### config.mk
export PLATFORM = sky130hd
export DESIGN_NAME = midi_control_mapping_table_top
export DESIGN_NICKNAME = d
export VERILOG_FILES = /design/src/hdl/mcmt_pkg.sv /design/src/hdl/mcmt_ram.sv /design/src/hdl/mcmt_front.sv /design/src/hdl/mcmt_back.sv /design/src/hdl/midi_control_mapping_table_top.sv
export SDC_FILE = /design/constraint.sdc
export NUM_CORES = 2
export LEC_CHECK = 0
export BUFFER_PORTS_ARGS = -buffer_cell sky130_fd_sc_hd__buf_2
export CAP_MARGIN = 25
export CORE_ASPECT_RATIO = 0.8
export CORE_UTILIZATION = 30
export CTS_BUF_LIST = sky130_fd_sc_hd__clkbuf_16
export DETAILED_ROUTE_END_ITERATION = 12
export GPL_ROUTABILITY_DRIVEN = 1
export PLACE_DENSITY = 0.51
export SYNTH_ARGS = -nofsm -noshare
export SYNTH_HDL_FRONTEND = slang
export SYNTH_HIERARCHICAL = 1
export SYNTH_SLANG_ARGS = --single-unit
### constraint.sdc
create_clock -name i_clk -period 9.6 [get_ports i_clk]
set_clock_uncertainty 0.05 [all_clocks]
set_input_delay 1.44 -clock i_clk [delete_from_list [all_inputs] [get_ports i_clk]]
set_output_delay 1.44 -clock i_clk [all_outputs]
set_load 0.02 [all_outputs]
### src/hdl/mcmt_pkg.sv
// ----------------------------------------------------------------------------
// mcmt_pkg
// Shared types, codes and constants of the MIDI control mapping table.
// ----------------------------------------------------------------------------
package mcmt_pkg;

    // Default number of table entries
    localparam int TABLE_DEPTH_DEF = 32;

    // Depth of the command queue between the front and the back part
    localparam int CMD_QUEUE_DEPTH = 2;

    // Operation codes
    localparam logic [1:0] OP_ADD    = 2'd0;
    localparam logic [1:0] OP_REMOVE = 2'd1;
    localparam logic [1:0] OP_CC     = 2'd2;
    localparam logic [1:0] OP_NOTE   = 2'd3;

    // Result kinds
    localparam logic [1:0] KIND_ACTION  = 2'd0;
    localparam logic [1:0] KIND_DONE    = 2'd1;
    localparam logic [1:0] KIND_FULL    = 2'd2;
    localparam logic [1:0] KIND_NOMATCH = 2'd3;

    // round(n / 127) for 0 <= n < 2^24 is ((n + 63) * DIV127_MUL) >> DIV127_SHIFT
    localparam logic [24:0] DIV127_MUL   = 25'd16909321;
    localparam int          DIV127_SHIFT = 31;
    localparam logic [23:0] DIV127_BIAS  = 24'd63;

    typedef struct packed {
        logic [1:0]         operation;
        logic [3:0]         channel;
        logic [6:0]         number;
        logic               is_cc;
        logic [6:0]         level;
        logic [7:0]         action_id;
        logic signed [15:0] min_level;
        logic signed [15:0] max_level;
    } t_in_item;

    typedef struct packed {
        logic [1:0]         kind;
        logic [7:0]         action_code;
        logic signed [15:0] scaled;
        logic               last;
    } t_out_item;

    // Match key of a table entry
    typedef struct packed {
        logic [3:0] chan;
        logic [6:0] num;
        logic       ctl;
    } t_key;

    // One stored mapping, 52 bits
    typedef struct packed {
        t_key               key;
        logic [7:0]         act;
        logic signed [15:0] lo;
        logic signed [15:0] hi;
    } t_entry;

    localparam int ENTRY_W = $bits(t_entry);

    // Classified command handed from the front to the back part
    typedef struct packed {
        logic [1:0]         op;
        t_key               key;
        logic [6:0]         level;
        logic [7:0]         act;
        logic signed [15:0] lo;
        logic signed [15:0] hi;
    } t_cmd;

    // Command queue handshake between front and back
    typedef struct packed {
        logic valid;
        t_cmd cmd;
    } t_cmd_beat;

    typedef enum logic [1:0] {
        BK_IDLE,
        BK_SCAN,
        BK_DRAIN
    } t_bk_state;

endpackage

### src/hdl/mcmt_ram.sv
// ----------------------------------------------------------------------------
// mcmt_ram
// Generic single-write, single-read RAM with registered read data.
// ----------------------------------------------------------------------------
module mcmt_ram #(
    parameter int WIDTH = mcmt_pkg::ENTRY_W,
    parameter int DEPTH = mcmt_pkg::TABLE_DEPTH_DEF,
    localparam int AW   = (DEPTH > 1) ? $clog2(DEPTH) : 1
) (
    input  logic             i_clk,
    input  logic             i_we,
    input  logic [AW-1:0]    i_waddr,
    input  logic [WIDTH-1:0] i_wdata,
    input  logic             i_re,
    input  logic [AW-1:0]    i_raddr,
    output logic [WIDTH-1:0] o_rdata
);

    logic [WIDTH-1:0] r_mem [DEPTH];
    logic [WIDTH-1:0] r_rdata;

    always_ff @(posedge i_clk) begin
        if (i_we) begin
            r_mem[i_waddr] <= i_wdata;
        end
        if (i_re) begin
            r_rdata <= r_mem[i_raddr];
        end
    end

    assign o_rdata = r_rdata;

endmodule

### src/hdl/mcmt_front.sv
// ----------------------------------------------------------------------------
// mcmt_front
// Input side: accept beats, derive the match key and queue the commands.
// ----------------------------------------------------------------------------
module mcmt_front (
    input  logic                i_clk,
    input  logic                i_rst_n,
    input  mcmt_pkg::t_in_item  i_in,
    input  logic                i_in_valid,
    output logic                o_in_stall,
    output mcmt_pkg::t_cmd_beat o_cmd,
    input  logic                i_cmd_pop
);

    localparam int QD  = mcmt_pkg::CMD_QUEUE_DEPTH;
    localparam int QPW = (QD > 1) ? $clog2(QD) : 1;
    localparam int QCW = $clog2(QD + 1);

    mcmt_pkg::t_cmd r_q [QD];
    logic [QPW-1:0] r_wp;
    logic [QPW-1:0] r_rp;
    logic [QCW-1:0] r_cnt;
    mcmt_pkg::t_cmd n_cmd;
    logic           push;
    logic           pop;
    logic           lookup;

    // Lookups pick controller or note entries from the operation itself
    always_comb begin
        lookup          = (i_in.operation == mcmt_pkg::OP_CC) ||
                          (i_in.operation == mcmt_pkg::OP_NOTE);
        n_cmd.op        = i_in.operation;
        n_cmd.key.chan  = i_in.channel;
        n_cmd.key.num   = i_in.number;
        n_cmd.key.ctl   = lookup ? (i_in.operation == mcmt_pkg::OP_CC) : i_in.is_cc;
        n_cmd.level     = i_in.level;
        n_cmd.act       = i_in.action_id;
        n_cmd.lo        = i_in.min_level;
        n_cmd.hi        = i_in.max_level;
    end

    assign o_in_stall = (r_cnt == QCW'(QD));
    assign push       = i_in_valid && !o_in_stall;
    assign pop        = i_cmd_pop && (r_cnt != '0);

    always_ff @(posedge i_clk) begin
        if (push) begin
            r_q[r_wp] <= n_cmd;
        end
    end

    always_ff @(posedge i_clk) begin
        if (!i_rst_n) begin
            r_wp  <= '0;
            r_rp  <= '0;
            r_cnt <= '0;
        end else begin
            if (push) begin
                r_wp <= (r_wp == QPW'(QD - 1)) ? '0 : r_wp + 1'b1;
            end
            if (pop) begin
                r_rp <= (r_rp == QPW'(QD - 1)) ? '0 : r_rp + 1'b1;
            end
            case ({push, pop})
                2'b10:   r_cnt <= r_cnt + 1'b1;
                2'b01:   r_cnt <= r_cnt - 1'b1;
                default: r_cnt <= r_cnt;
            endcase
        end
    end

    assign o_cmd.valid = (r_cnt != '0);
    assign o_cmd.cmd   = r_q[r_rp];

endmodule

### src/hdl/mcmt_back.sv
// ----------------------------------------------------------------------------
// mcmt_back
// Execution side: table store, scan sequencer, scaling pipeline, results.
// ----------------------------------------------------------------------------
module mcmt_back #(
    parameter int TABLE_DEPTH = mcmt_pkg::TABLE_DEPTH_DEF
) (
    input  logic                i_clk,
    input  logic                i_rst_n,
    input  mcmt_pkg::t_cmd_beat i_cmd,
    output logic                o_cmd_pop,
    output mcmt_pkg::t_out_item o_out,
    output logic                o_out_valid,
    input  logic                i_out_stall
);

    localparam int AW = (TABLE_DEPTH > 1) ? $clog2(TABLE_DEPTH) : 1;
    localparam int CW = $clog2(TABLE_DEPTH + 1);

    mcmt_pkg::t_bk_state r_state, n_state;
    mcmt_pkg::t_cmd      r_cmd;
    logic [CW-1:0]       r_count;
    logic [CW-1:0]       r_idx;
    logic [CW-1:0]       r_w;

    // Sequencer outputs
    logic       adv;
    logic       ld_cmd;
    logic       add_we;
    logic       idx_inc;
    logic       iss_vld;
    logic       iss_tok;
    logic [1:0] iss_kind;

    // Stage 1: entry read back
    logic       r_s1_vld, r_s1_tok;
    logic [1:0] r_s1_kind;
    mcmt_pkg::t_entry s1_e;
    logic       s1_key_eq, s1_keep, cmd_lookup, cmd_note, cmd_remove;

    // Stage 2: product
    logic                r_s2_vld, r_s2_tok;
    logic [1:0]          r_s2_kind;
    logic signed [16:0]  r_s2_diff;
    logic signed [15:0]  r_s2_lo;
    logic [7:0]          r_s2_act;
    logic signed [24:0]  s2_prod;
    logic [24:0]         s2_mag;

    // Stage 3: reciprocal multiply
    logic                r_s3_vld, r_s3_tok, r_s3_neg;
    logic [1:0]          r_s3_kind;
    logic [23:0]         r_s3_x;
    logic signed [15:0]  r_s3_lo;
    logic [7:0]          r_s3_act;
    logic [48:0]         s3_rp;

    // Stage 4: offset and result ordering
    logic                r_s4_vld, r_s4_tok, r_s4_neg;
    logic [1:0]          r_s4_kind;
    logic [16:0]         r_s4_q;
    logic signed [15:0]  r_s4_lo;
    logic [7:0]          r_s4_act;
    logic signed [17:0]  s4_sq;
    logic signed [17:0]  s4_sum;

    logic                r_pend_vld, n_pend_vld;
    logic [7:0]          r_pend_act, n_pend_act;
    logic signed [15:0]  r_pend_val, n_pend_val;

    mcmt_pkg::t_out_item r_out, n_out;
    logic                r_out_vld, n_out_ld;

    // RAM port wiring
    logic                         ram_we;
    logic [AW-1:0]                ram_waddr;
    logic [mcmt_pkg::ENTRY_W-1:0] ram_wdata;
    logic [mcmt_pkg::ENTRY_W-1:0] ram_rdata;
    mcmt_pkg::t_entry             add_e;
    logic                         pipe_empty;

    // Freeze the whole back end while the output register is held
    assign adv        = !r_out_vld || !i_out_stall;
    assign pipe_empty = !(r_s1_vld || r_s2_vld || r_s3_vld || r_s4_vld);

    assign cmd_remove = (r_cmd.op == mcmt_pkg::OP_REMOVE);
    assign cmd_note   = (r_cmd.op == mcmt_pkg::OP_NOTE);
    assign cmd_lookup = (r_cmd.op == mcmt_pkg::OP_CC) || cmd_note;

    // ------------------------------------------------------------------
    // Sequencer
    // ------------------------------------------------------------------
    always_comb begin
        n_state = r_state;
        case (r_state)
            mcmt_pkg::BK_IDLE: begin
                if (i_cmd.valid && adv) begin
                    n_state = (i_cmd.cmd.op == mcmt_pkg::OP_ADD) ?
                              mcmt_pkg::BK_DRAIN : mcmt_pkg::BK_SCAN;
                end
            end
            mcmt_pkg::BK_SCAN: begin
                if (adv && !(r_idx < r_count)) begin
                    n_state = mcmt_pkg::BK_DRAIN;
                end
            end
            mcmt_pkg::BK_DRAIN: begin
                if (pipe_empty) begin
                    n_state = mcmt_pkg::BK_IDLE;
                end
            end
            default: n_state = mcmt_pkg::BK_IDLE;
        endcase
    end

    always_comb begin
        o_cmd_pop = 1'b0;
        ld_cmd    = 1'b0;
        add_we    = 1'b0;
        idx_inc   = 1'b0;
        iss_vld   = 1'b0;
        iss_tok   = 1'b0;
        iss_kind  = mcmt_pkg::KIND_DONE;
        case (r_state)
            mcmt_pkg::BK_IDLE: begin
                if (i_cmd.valid && adv) begin
                    o_cmd_pop = 1'b1;
                    ld_cmd    = 1'b1;
                    if (i_cmd.cmd.op == mcmt_pkg::OP_ADD) begin
                        iss_vld = 1'b1;
                        iss_tok = 1'b1;
                        if (r_count < CW'(TABLE_DEPTH)) begin
                            add_we   = 1'b1;
                            iss_kind = mcmt_pkg::KIND_DONE;
                        end else begin
                            iss_kind = mcmt_pkg::KIND_FULL;
                        end
                    end
                end
            end
            mcmt_pkg::BK_SCAN: begin
                if (adv) begin
                    iss_vld = 1'b1;
                    if (r_idx < r_count) begin
                        idx_inc = 1'b1;
                    end else begin
                        // close the scan with an end marker
                        iss_tok  = 1'b1;
                        iss_kind = cmd_remove ? mcmt_pkg::KIND_DONE :
                                                mcmt_pkg::KIND_NOMATCH;
                    end
                end
            end
            mcmt_pkg::BK_DRAIN: begin
                iss_vld = 1'b0;
            end
            default: begin
                iss_vld = 1'b0;
            end
        endcase
    end

    // ------------------------------------------------------------------
    // Table store
    // ------------------------------------------------------------------
    always_comb begin
        add_e.key = i_cmd.cmd.key;
        add_e.act = i_cmd.cmd.act;
        add_e.lo  = i_cmd.cmd.lo;
        add_e.hi  = i_cmd.cmd.hi;
    end

    assign s1_e      = mcmt_pkg::t_entry'(ram_rdata);
    assign s1_key_eq = (s1_e.key == r_cmd.key);
    assign s1_keep   = r_s1_vld && !r_s1_tok && cmd_remove && !s1_key_eq;

    // Add and compaction never write in the same cycle
    assign ram_we    = add_we || (adv && s1_keep);
    assign ram_waddr = add_we ? r_count[AW-1:0] : r_w[AW-1:0];
    assign ram_wdata = add_we ? add_e : ram_rdata;

    mcmt_ram #(
        .WIDTH (mcmt_pkg::ENTRY_W),
        .DEPTH (TABLE_DEPTH)
    ) u_store (
        .i_clk   (i_clk),
        .i_we    (ram_we),
        .i_waddr (ram_waddr),
        .i_wdata (ram_wdata),
        .i_re    (adv),
        .i_raddr (r_idx[AW-1:0]),
        .o_rdata (ram_rdata)
    );

    always_ff @(posedge i_clk) begin
        if (ld_cmd) begin
            r_cmd <= i_cmd.cmd;
        end
    end

    always_ff @(posedge i_clk) begin
        if (!i_rst_n) begin
            r_state <= mcmt_pkg::BK_IDLE;
            r_count <= '0;
            r_idx   <= '0;
            r_w     <= '0;
        end else begin
            r_state <= n_state;
            if (ld_cmd) begin
                r_idx <= '0;
                r_w   <= '0;
            end else if (idx_inc) begin
                r_idx <= r_idx + 1'b1;
            end
            if (adv && s1_keep) begin
                r_w <= r_w + 1'b1;
            end
            if (add_we) begin
                r_count <= r_count + 1'b1;
            end else if (adv && r_s1_vld && r_s1_tok && cmd_remove) begin
                r_count <= r_w;
            end
        end
    end

    // ------------------------------------------------------------------
    // Scaling pipeline
    // ------------------------------------------------------------------
    always_comb begin
        if (cmd_note) begin
            s2_prod = $signed({6'b0, r_cmd.level, 12'b0});
        end else begin
            s2_prod = r_s2_diff * $signed({1'b0, r_cmd.level});
        end
        s2_mag = s2_prod[24] ? 25'(-s2_prod) : 25'(s2_prod);
    end

    assign s3_rp  = {25'b0, r_s3_x} * {24'b0, mcmt_pkg::DIV127_MUL};
    assign s4_sq  = r_s4_neg ? -$signed({1'b0, r_s4_q}) : $signed({1'b0, r_s4_q});
    assign s4_sum = $signed({{2{r_s4_lo[15]}}, r_s4_lo}) + s4_sq;

    always_ff @(posedge i_clk) begin
        if (adv) begin
            r_s2_tok  <= r_s1_tok;
            r_s2_kind <= r_s1_kind;
            r_s2_diff <= $signed({s1_e.hi[15], s1_e.hi}) - $signed({s1_e.lo[15], s1_e.lo});
            r_s2_lo   <= cmd_note ? 16'sd0 : s1_e.lo;
            r_s2_act  <= s1_e.act;

            r_s3_tok  <= r_s2_tok;
            r_s3_kind <= r_s2_kind;
            r_s3_neg  <= s2_prod[24];
            r_s3_x    <= s2_mag[23:0] + mcmt_pkg::DIV127_BIAS;
            r_s3_lo   <= r_s2_lo;
            r_s3_act  <= r_s2_act;

            r_s4_tok  <= r_s3_tok;
            r_s4_kind <= r_s3_kind;
            r_s4_neg  <= r_s3_neg;
            r_s4_q    <= s3_rp[mcmt_pkg::DIV127_SHIFT +: 17];
            r_s4_lo   <= r_s3_lo;
            r_s4_act  <= r_s3_act;

            r_s1_tok  <= iss_tok;
            r_s1_kind <= iss_kind;
        end
    end

    // ------------------------------------------------------------------
    // Result ordering: hold each hit back one step so the final one
    // can carry the last flag when the end marker arrives
    // ------------------------------------------------------------------
    always_comb begin
        n_out_ld   = 1'b0;
        n_out      = '0;
        n_pend_vld = r_pend_vld;
        n_pend_act = r_pend_act;
        n_pend_val = r_pend_val;
        if (r_s4_vld) begin
            if (!r_s4_tok) begin
                if (r_pend_vld) begin
                    n_out_ld          = 1'b1;
                    n_out.kind        = mcmt_pkg::KIND_ACTION;
                    n_out.action_code = r_pend_act;
                    n_out.scaled      = r_pend_val;
                    n_out.last        = 1'b0;
                end
                n_pend_vld = 1'b1;
                n_pend_act = r_s4_act;
                n_pend_val = s4_sum[15:0];
            end else if (r_s4_kind == mcmt_pkg::KIND_NOMATCH) begin
                n_out_ld   = 1'b1;
                n_out.last = 1'b1;
                if (r_pend_vld) begin
                    n_out.kind        = mcmt_pkg::KIND_ACTION;
                    n_out.action_code = r_pend_act;
                    n_out.scaled      = r_pend_val;
                end else begin
                    n_out.kind = mcmt_pkg::KIND_NOMATCH;
                end
                n_pend_vld = 1'b0;
            end else begin
                n_out_ld   = 1'b1;
                n_out.kind = r_s4_kind;
                n_out.last = 1'b1;
            end
        end
    end

    always_ff @(posedge i_clk) begin
        if (adv) begin
            r_pend_act <= n_pend_act;
            r_pend_val <= n_pend_val;
            if (n_out_ld) begin
                r_out <= n_out;
            end
        end
    end

    always_ff @(posedge i_clk) begin
        if (!i_rst_n) begin
            r_s1_vld   <= 1'b0;
            r_s2_vld   <= 1'b0;
            r_s3_vld   <= 1'b0;
            r_s4_vld   <= 1'b0;
            r_pend_vld <= 1'b0;
            r_out_vld  <= 1'b0;
        end else if (adv) begin
            r_s1_vld   <= iss_vld;
            r_s2_vld   <= r_s1_vld && (r_s1_tok || (cmd_lookup && s1_key_eq));
            r_s3_vld   <= r_s2_vld;
            r_s4_vld   <= r_s3_vld;
            r_pend_vld <= n_pend_vld;
            r_out_vld  <= n_out_ld;
        end
    end

    assign o_out       = r_out;
    assign o_out_valid = r_out_vld;

`ifndef SYNTH
    a_idle_pipe_empty: assert property (@(posedge i_clk) disable iff (!i_rst_n)
        r_state == mcmt_pkg::BK_IDLE |-> pipe_empty)
        else $error("back pipeline busy while sequencer idle");

    a_compact_behind_scan: assert property (@(posedge i_clk) disable iff (!i_rst_n)
        r_state == mcmt_pkg::BK_SCAN |-> r_w <= r_idx)
        else $error("compaction write pointer ahead of scan");

    a_pend_in_item: assert property (@(posedge i_clk) disable iff (!i_rst_n)
        r_pend_vld |-> r_state != mcmt_pkg::BK_IDLE)
        else $error("held hit left over after item end");

    a_status_is_last: assert property (@(posedge i_clk) disable iff (!i_rst_n)
        o_out_valid && o_out.kind != mcmt_pkg::KIND_ACTION |-> o_out.last)
        else $error("status beat without last flag");

    a_count_bound: assert property (@(posedge i_clk) disable iff (!i_rst_n)
        r_count <= CW'(TABLE_DEPTH))
        else $error("entry count beyond table depth");

    a_pop_leaves_idle: assert property (@(posedge i_clk) disable iff (!i_rst_n)
        o_cmd_pop |=> r_state != mcmt_pkg::BK_IDLE)
        else $error("command taken but sequencer stayed idle");
`endif

endmodule

### src/hdl/midi_control_mapping_table_top.sv
// ----------------------------------------------------------------------------
// midi_control_mapping_table_top
// Ordered MIDI controller/note mapping table with scaled action output.
// ----------------------------------------------------------------------------
// Each input beat is one operation: add an entry, remove every entry with a
// key, look up a control change, or look up a note. Add and remove give one
// status beat (done, or full for an add to a full table). A lookup gives one
// action beat per matching entry in table order, scaled to signed Q3.12, with
// last set on the final one, or a single no-match beat. The back end takes
// the next command only after the item has drained from the scaling
// pipeline. The single read port of the entry store gives one entry per
// cycle during the scan while the output is not stalled, and the four-stage
// scaling pipeline drains at the end of each item; extra hits ride the
// pipeline and do not lengthen the scan. While the output beat is held by
// i_out_stall the back end is frozen. A two-deep command queue lets the
// input side keep taking beats while an item runs.
// The entry store needs no clearing pass after reset: only entries below the
// entry count are ever used.
// ----------------------------------------------------------------------------
module midi_control_mapping_table_top #(
    parameter int TABLE_DEPTH = mcmt_pkg::TABLE_DEPTH_DEF
) (
    input  logic                i_clk,
    input  logic                i_rst_n,
    // input beats
    input  mcmt_pkg::t_in_item  i_in,
    input  logic                i_in_valid,
    output logic                o_in_stall,
    // result beats
    output mcmt_pkg::t_out_item o_out,
    output logic                o_out_valid,
    input  logic                i_out_stall
);

    mcmt_pkg::t_cmd_beat cmd_beat;
    logic                cmd_pop;

    // Front: accept, derive key, queue
    mcmt_front u_front (
        .i_clk      (i_clk),
        .i_rst_n    (i_rst_n),
        .i_in       (i_in),
        .i_in_valid (i_in_valid),
        .o_in_stall (o_in_stall),
        .o_cmd      (cmd_beat),
        .i_cmd_pop  (cmd_pop)
    );

    // Back: scan the table, scale, order and emit results
    mcmt_back #(
        .TABLE_DEPTH (TABLE_DEPTH)
    ) u_back (
        .i_clk       (i_clk),
        .i_rst_n     (i_rst_n),
        .i_cmd       (cmd_beat),
        .o_cmd_pop   (cmd_pop),
        .o_out       (o_out),
        .o_out_valid (o_out_valid),
        .i_out_stall (i_out_stall)
    );

endmodule
==> impl_metrics.tcl <==
set metrics [dict create \
    synth_cells 5943 \
    synth_cell_types 99 \
    cap_viol_max_count 0 \
    wirelength_um 253000 \
    wl_per_cell_um 24.5 \
    setup_viol 0 \
    synth_top_area_frac 0.673 \
    grtUsageTotal 0.161 \
    yosysSeqAreaShare 0.680 \
    htreeDepth 4 \
    place_hpwl_um 153000 \
    clock.fmax_ghz 0.128 \
    drt_iter0_drc 4473 \
    vias 51000 \
    via_per_inst 4.94 \
    hold_viol 0 \
    drc 0 \
    start_util 0.301 \
    area_growth_pct 13.6 \
    cts.sink_count 2084 \
    rsz0062_at_grt "false" \
    ctsHoldBuffers 0 \
    synth_common_cells "2053 x edfxtp_1, 839 x mux2i_1, 415 x nand2_1, 283 x inv_1, 251 x ha_1" \
    grt_pass1_vias 50300 \
    port_buffers 93 \
    status "completed" \
    fin_crit_sh 0.812 \
    slew_headroom 0.280 \
    hold_path_depth 0 \
    crit_arrival_ps 8350 \
    cts_buffers 216 \
    insertion_delay_ps 910 \
    pin_count 94 \
    setup-tns-final_ps 0 \
    core_area_mm2 0.304 \
    cts_root_buf "clkbuf_16" \
    grt_pass1_wl_um 361000 \
    worstPathRequired_ps 10150 \
    syn-cell-area_mm2 0.0916 \
    finalWorstPathRequiredPeriod_ps 7790 \
    async_flop_share 0 \
    grt_max_degree 121 \
    min_from "u_back/r_s3_act[7]" \
    antenna_found_initial 12 \
    std_cell_rows 181 \
    cts_tree "built" \
    yosysWarnings 6 \
    hp-class "reg2reg" \
    synth-seq-cells 2084 \
    tightestPinTransition_ps 1080 \
    yosysMostFrequentCell "edfxtp_1" \
    cts_resized 0 \
    clk_pin_slew_ps 60 \
    antenna_left 0 \
    syn-num-nets 6385 \
    synth_edf_count 2053 \
    cts_setup_buffers 0 \
    ff2ff_path_depth 24 \
    ctsLongestPathBuffers 4 \
    yosys_most_used_dff "edfxtp_1" \
    crit_path_end_kind "register" \
    worstPathMaxFanout 22 \
    die_x_um 620 \
    die_h_um 496 \
    maxSlewViolCount 0 \
    fin_nets 6580 \
    yosys-top-cells-area "edfxtp_1 67%, mux2i_1 9.2%, ha_1 3.4%" \
    startpoint_type "register" \
    synth_area_leader_cell "edfxtp_1" \
    drive_above_1_share 0.109 \
    overflow 0 \
    criticalPathCategory "reg2reg" \
    crit_start "u_back/r_cmd[44]" \
    syn_avg_cell_area_um2 15.4 \
    place.gp.congestion 0.817 \
    timing.rr.start "u_back/r_cmd[44]" \
    drt_pre_antenna_iters 5 \
    die_area_mm2 0.308 \
]
==> critical path, stage by stage (launching register included) <==
cell	delay [ps]
edfxtp_1	880
nand2_1	180
fa_1	570
inv_1	50
fa_1	470
fa_1	540
inv_1	60
fa_1	530
inv_1	50
ha_1	410
nand4_1	160
nor2_2	280
a211oi_2	150
nor4_1	510
o21ai_2	220
nand3_2	450
clkinv_4	280
nor2_1	150
a21oi_1	60
ha_1	230
o221ai_1	130
and2_1	220
nor4b_2	520
nand4_1	190
xnor2_1	170
==> final timing paths <==
check / endpoint / slack, ps
worst max-delay path: u_back/r_s3_x[20] / 1810
worst min-delay path: u_back/r_s4_act[7] / 370
worst max register to register: u_back/r_s3_x[20] / 1810
worst min register to register: u_back/r_s4_act[7] / 370
==> flip-flops by register name, indices dropped and copies added, names as in the netlist, 17 cells and up, named ones only <==
signal,cells
u_back/o_out,27
u_back/r_s2_diff,17
u_back/u_store/o_rdata,52
u_back/u_store/r_mem,1664
u_back/r_cmd,21
u_back/r_s3_x,24
u_front/r_q,122
==> metal layers <==
metal / wire (um) / share of wire / GRT usage
met2: 115000 / 0.46 / 0.256
met4: 4800 / 0.019 / 0.0334
met5: 10 / 0.000040 / 0
met1: 119000 / 0.47 / 0.233
met3: 13500 / 0.053 / 0.0226
==> cells in the final DEF (no fill, tap or decap), types with 34 or more instances in the layout <==
master | synthesis | routed
and2_1 | 125 | 123
clkinv_1 | 0 | 50
nand2_1 | 415 | 413
nor2_1 | 141 | 106
clkbuf_16 | 0 | 217
a21oi_1 | 217 | 216
nor2_4 | 0 | 35
mux2i_1 | 839 | 839
nand3_1 | 180 | 180
xnor2_1 | 87 | 87
o21ai_0 | 89 | 72
fa_1 | 126 | 126
xor2_1 | 34 | 34
nor3_1 | 83 | 83
buf_2 | 33 | 93
a22o_1 | 104 | 104
a22oi_1 | 159 | 159
a31oi_1 | 65 | 65
ha_1 | 251 | 251
mux2_2 | 64 | 64
edfxtp_1 | 2053 | 2053
buf_4 | 53 | 120
inv_1 | 283 | 334
==> area by class of cell <==
class,count,area [um2]
Clock inverter,154,1200
Antenna cell,5,12.5
Tap cell,4026,5040
Inverter,285,1080
Sequential cell,2084,62300
Timing Repair Buffer,247,2080
Multi-Input combinational cell,3304,27000
Fill cell,29100,200000
Clock buffer,217,5430
==> kinds of logic after synthesis <==
| group | Yosys count | share of synthesized area |
|---|---|---|
| AO/OA/AOI/OAI | 810 | 0.0604 |
| AND/OR/NAND/NOR | 1091 | 0.0569 |
| buffers and inverters | 555 | 0.0298 |
| XOR/XNOR | 123 | 0.0120 |
| multiplexers | 903 | 0.0995 |
| flip-flops | 2084 | 0.680 |
| adder cells (fa/ha/maj) | 377 | 0.0618 |
==> stage by stage <==
step | cells | util | hold WS [ps] | instance area [um2] | setup slack, ps
floorplan | 5943 | - | 350 | 91600 | 146
global placement | 9925 | 0.319 | 351 | 97000 | 1970
CTS | 10300 | 0.341 | 366 | 104000 | 1810
detailed placement | 9929 | 0.319 | 355 | 97100 | 1850
finish | 10300 | 0.343 | 366 | 104000 | 1810
global route | 10300 | 0.343 | 367 | 104000 | 1150
Power is left out: the tool's default activity adds up to more than one toggle a clock period on the data nets, which glitch-free logic cannot reach.
